`src/design/rcm_pkg.sv`:
```
// Shared types, constants and width helpers for the three-input channel mixer.
// No dependencies; every other design file imports this package.
`timescale 1ns / 1ps

package rcm_pkg;

   localparam int FRACTION_BITS = 14;

   localparam int VALUE_W     = 16;
   localparam int WEIGHT_W    = 8;
   localparam int THRESH_W    = 7;
   localparam int CTL_W       = 3;
   localparam int PULSE_W     = 11;
   localparam int CSR_INDEX_W = 3;
   localparam int CSR_DATA_W  = 8;

   localparam int PERCENT    = 100;
   localparam int PULSE_MIN  = 1000;
   localparam int PULSE_MID  = 1500;
   localparam int PULSE_MAX  = 2000;
   localparam int PULSE_SPAN = 500;

   // channel_control bit positions
   localparam int CTL_ENABLE   = 0;
   localparam int CTL_MULTIPLY = 1;
   localparam int CTL_INVERT   = 2;

   typedef enum logic [CSR_INDEX_W-1:0] {
      CSR_WEIGHT_A,
      CSR_WEIGHT_B,
      CSR_WEIGHT_C,
      CSR_OFFSET_A,
      CSR_OFFSET_B,
      CSR_OFFSET_C,
      CSR_SWITCH_THRESHOLD,
      CSR_CHANNEL_CONTROL
   } csr_index_type;

   typedef struct packed {
      logic signed [VALUE_W-1:0] value_a;
      logic                      present_a;
      logic signed [VALUE_W-1:0] value_b;
      logic                      present_b;
      logic signed [VALUE_W-1:0] value_c;
      logic                      present_c;
   } rcm_req_type;

   typedef struct packed {
      logic signed [VALUE_W-1:0] mixed_signal;
      logic [PULSE_W-1:0]        pulse_us;
      logic                      switch_on;
   } rcm_rsp_type;

   // load enables for the three term stages
   typedef struct packed {
      logic s1;
      logic s2;
      logic s3;
   } stage_en_type;

   // signed width of one term: holds +-(32768 + ONE) with margin
   function automatic int term_width(input int f);
      return ((f > 15) ? f : 15) + 3;
   endfunction

   // signed width of value*weight + offset*ONE
   function automatic int num_width(input int f);
      return ((f > 15) ? f : 15) + 9;
   endfunction

endpackage

```
`src/design/rcm_term.sv`:
```
// One mixer term: (value*weight + offset*ONE)/100, rounded half away from zero.
// Three register stages: product and offset, reciprocal multiply, correction. Uses rcm_pkg.
`timescale 1ns / 1ps

module rcm_term #(
   parameter int FRACTION_BITS = rcm_pkg::FRACTION_BITS
) (
   input  logic                                                 clock,
   input  rcm_pkg::stage_en_type                                en,
   input  logic signed [rcm_pkg::VALUE_W-1:0]                   value,
   input  logic                                                 present,
   input  logic signed [rcm_pkg::WEIGHT_W-1:0]                  weight,
   input  logic signed [rcm_pkg::WEIGHT_W-1:0]                  offset,
   output logic signed [rcm_pkg::term_width(FRACTION_BITS)-1:0] term,
   output logic                                                 active
);
   import rcm_pkg::*;

   localparam int NW = num_width(FRACTION_BITS);
   localparam int TW = term_width(FRACTION_BITS);
   localparam int RW = NW - 6;
   localparam int VW = VALUE_W + WEIGHT_W;
   localparam logic [RW-1:0] RECIP    = RW'((64'd1 << NW) / 64'd100);
   localparam logic [NW-1:0] HALF_PCT = NW'(PERCENT / 2);
   localparam logic [NW-1:0] PCT      = NW'(PERCENT);

   logic signed [VALUE_W-1:0] v_sel;
   logic signed [VW-1:0]      vw;
   logic signed [NW-1:0]      n1_in, n1_ff;
   logic                      act1_in, act1_ff;

   logic [NW-1:0]             a2_in, a2_ff;
   logic [NW+RW-1:0]          prod2_in, prod2_ff;
   logic                      neg2_in, neg2_ff;
   logic                      act2_ff;

   logic [NW-1:0]             q3, rem3, qc3;
   logic signed [TW-1:0]      mag3;
   logic signed [TW-1:0]      term3_in, term3_ff;
   logic                      act3_ff;

   // stage 1: weighted value plus scaled offset
   always_comb begin
      v_sel   = present ? value : '0;
      vw      = VW'(v_sel) * VW'(weight);
      n1_in   = NW'(vw) + (NW'(offset) <<< FRACTION_BITS);
      act1_in = present || (offset != '0);
   end

   // stage 2: magnitude plus half, times floor(2^NW/100)
   always_comb begin
      neg2_in  = n1_ff[NW-1];
      a2_in    = (n1_ff[NW-1] ? NW'(-n1_ff) : NW'(n1_ff)) + HALF_PCT;
      prod2_in = (NW+RW)'(a2_in) * (NW+RW)'(RECIP);
   end

   // stage 3: estimate is low by at most one; fix up and restore the sign
   always_comb begin
      q3       = NW'(prod2_ff[NW+RW-1:NW]);
      rem3     = a2_ff - q3 * PCT;
      qc3      = (rem3 >= PCT) ? q3 + NW'(1) : q3;
      mag3     = signed'(TW'(qc3));
      term3_in = neg2_ff ? -mag3 : mag3;
   end

   always_ff @(posedge clock) begin
      if (en.s1) begin
         n1_ff   <= n1_in;
         act1_ff <= act1_in;
      end
      if (en.s2) begin
         a2_ff    <= a2_in;
         prod2_ff <= prod2_in;
         neg2_ff  <= neg2_in;
         act2_ff  <= act1_ff;
      end
      if (en.s3) begin
         term3_ff <= term3_in;
         act3_ff  <= act2_ff;
      end
   end

   assign term   = term3_ff;
   assign active = act3_ff;

endmodule

```
`config.mk`:
```
export PLATFORM = sky130hd
export DESIGN_NAME = rcm_term
export DESIGN_NICKNAME = d
export VERILOG_FILES = /design/src/design/rcm_pkg.sv /design/src/design/rcm_term.sv
export SDC_FILE = /design/constraint.sdc
export NUM_CORES = 1
export LEC_CHECK = 0
export ABC_AREA = 1
export BUFFER_PORTS_ARGS = -buffer_cell sky130_fd_sc_hd__buf_2
export CORE_MARGIN = 3
export CORE_UTILIZATION = 50
export CTS_CLUSTER_SIZE = 12
export DETAILED_ROUTE_END_ITERATION = 10
export PLACE_DENSITY_LB_ADDON = 0.3
export SLEW_MARGIN = 30
export SYNTH_ARGS = -nofsm -noshare
export SYNTH_HDL_FRONTEND = slang
export SYNTH_SLANG_ARGS = --single-unit
```
`constraint.sdc`:
```
create_clock -name clock -period 13.5 [get_ports clock]
set_input_delay 2.7 -clock clock [delete_from_list [all_inputs] [get_ports clock]]
set_output_delay 2.7 -clock clock [all_outputs]
set_load 0.05 [all_outputs]
```
==> run summary <==
Status -> complete, no violations
Share of layout cells above drive strength 1 -> 7.04%
Worst slew pin tran -> 775 ps
Final estimated routing congestion in global placement -> 0.940
Clk sink count -> 86
Synth top area share -> 26.7%
Worst-skew pair later-pin latency -> 360 ps
Die ar. -> 43600 um^2
Synth Area per Inst -> 8.17 um^2
Most frequent CP cell -> nand2_1
Synth warn -> 0
H-tree levels -> 3
Reg-to-Reg Start -> n1_ff[0]
Clk buf depth -> 2
ANT nets after route -> 0
CTS tree -> yes
Synth Area in Compound Gates -> 5.08%
Ports -> 56
WL final -> 47600 um
Port Buffers -> 55
Final setup vio count -> 0
TritonCTS buffer count -> 9
Synthesized instance count -> 2519
Die Y -> 209 um
Vias in the first global route -> 16536
Wire length per cell -> 15.4 um
Core ar. -> 40200 um^2
Final net count -> 3188
Adder-cell share of the synthesized area -> 45.6%
Number of cell rows -> 73
CP bufs+invs -> 6
Fin crit period -> 8560 ps
Largest net degree at the start of global routing -> 43
Post-cts sizing count -> 0
Hold Path End -> active
Critical Path Source Type -> flop
ANT cells -> 0
CTS hold repair buffers -> 0
Crit path max fanout -> 8
Post-CTS Setup Bufs -> 0
DR pass1 iterations -> 5
Initial drt markers -> 874
MaxCap Viol Count -> 0
Worst r2r dst -> prod2_ff[40]
Register-to-Register Path Depth -> 39
Fillers -> 3729
Hold Path Cell Cnt -> 0
Layout Skew -> 10.1 ps
Slew margin rel. -> 48.3%
Mapped Area -> 20600 um^2
Critical Path Stages -> 39
Syn Nets -> 3142
GR Util All Layers -> 22.4%
Slowest cell on the critical path -> edfxtp_1
Flop2flop setup slack -> 4940 ps
Final hold vios -> 0
Initial antenna violation count -> 0
Drt via density -> 5.16
Worst Hold Launch -> act2_ff
Number of cells after detailed placement -> 3079
Final std cells w/o fill -> 3095
DRC -> 0
Final period utilization -> 63.4%
Setup TNS -> 0 ps
Hold Crit Class -> flop to flop
Largest delay share family, worst path -> adder cells
Worst Path Required -> 13590 ps
Root Buffer -> clkbuf_16
Sequential fraction of the synthesis area -> 12.5%
Synth Area in Simple Gates -> 18.0%
Largest family of logic cells by synthesized area -> adder cells
Starting density of the core -> 51.2%
Synth top area cells -> fa_1, ha_1, edfxtp_1, inv_1, nand2_1
Vias -> 15969
CP max stage delay -> 570 ps
Worst endpoint data arrival time -> 8650 ps
RSZ-0062 raised after global routing -> no
Die width -> 209 um
DP HPWL -> 41700 um
Remaining Overflow, GRT -> 0
Fin. max-slew vios -> 0
CP Capture Type -> flop
Fmax -> 117 MHz
CTS clk-pin slew, worst paths -> 70 ps
Distinct cell type count after synthesis -> 50
Mux share of post-synthesis cell area -> 0%
First-pass GRT wire length -> 80200 um
WS Path Type -> flop to flop
Layout area overhead -> 5.61%
#FFs+latches synth -> 86
XOR/XNOR Fraction of Synth Area -> 5.90%
Synth area leader -> fa_1
-- layout by cell type (no fill, tap or decap), types with 3 or more instances in the layout --
cell	count
inv_1	655
nand2_1	433
ha_1	312
fa_1	274
nor2_1	171
xor2_1	101
a21oi_1	91
edfxtp_1	86
nand3_1	72
buf_2	54
o21ai_0	45
nand4_1	45
xnor2_1	34
nand2_2	28
inv_2	22
nor2_2	20
nor3_1	14
clkbuf_16	9
nand3_2	8
a21o_1	8
o21bai_1	8
nand3b_1	7
a31oi_1	6
or2_2	6
nor2_4	5
a21oi_2	5
nor4_1	4
nor3_2	3
o31ai_1	3
o21ai_2	3
o21a_1	3
o211ai_1	3
-- final cells by class --
cell class / instances / area (um^2) / share of cell area (%)
Clock buffer: 9 / 225 / 1.04
Tap cell: 525 / 657 / 3.02
Inverter: 677 / 2540 / 11.7
Clock inverter: 7 / 95.1 / 0.438
Sequential cell: 86 / 2580 / 11.9
Timing Repair Buffer: 56 / 285 / 1.31
Multi-Input combinational cell: 1735 / 15300 / 70.6
-- metrics by stage --
step | worst slack [ps] | util [%] | area (um^2) | hold WS, ps
global placement | 5220 | 53.3 | 21400 | 448
floorplan | 5850 | - | 20600 | 400
detailed placement | 5030 | 53.3 | 21400 | 440
global route | 4220 | 54.1 | 21700 | 484
CTS | 4970 | 54.1 | 21700 | 455
finish | 4940 | 54.1 | 21700 | 456
-- synth_stat cells, drive strengths merged --
cell	number
fa	274
nand3b	9
a21o	8
o21bai	8
a31oi	6
o31ai	3
xnor2	36
o21ai	49
nor4	4
o311ai	1
inv	677
and2	3
a21boi	2
nor2	197
nand3	80
o21a	3
a211oi	2
ha	312
o221ai	1
xor2	101
o211ai	3
o2111ai	2
or2	8
nor3	18
clkbuf	14
nand2	462
a21oi	96
nand4	47
edfxtp	86
buf	7
-- flip-flops by register name, indices dropped and copies added, names as in the netlist --
signal    cells
n1_ff        24
neg2_ff       1
term         18
act1_ff       1
active        1
a2_ff        22
prod2_ff     18
act2_ff       1
-- layer usage --
metal,vias up,GRT usage (%),share of wire (%)
met1,7668,28.3,43
li1,7824,-,-
met3,92,1.71,3.6
met5,-,0,0
met2,385,41.0,50
met4,0,6.86,3.1
-- how the worst max path moves through the flow --
stage          slack (ps)  startpoint            to
2_1_floorplan        5850    n1_ff[0]  prod2_ff[41]
3_3_place_gp         5220    n1_ff[0]  prod2_ff[41]
3_5_place_dp         5030    n1_ff[0]  prod2_ff[40]
4_1_cts              4970    n1_ff[0]  prod2_ff[41]
5_1_grt              4220    n1_ff[0]  prod2_ff[41]
6_report             4940    n1_ff[0]  prod2_ff[40]
-- logic make-up (layout without fill, tap and decap cells) --
| kind of cell | count (synthesis) | after routing |
|---|---|---|
| AO/OA/AOI/OAI | 184 | 184 |
| flip-flops | 86 | 86 |
| adder cells (fa/ha/maj) | 586 | 586 |
| buffers and inverters | 698 | 749 |
| AND/OR/NAND/NOR | 828 | 828 |
| XOR/XNOR | 137 | 137 |
Power is not shown: default switching activity piles up to over one toggle a cycle in this logic, so the estimate is an artifact.
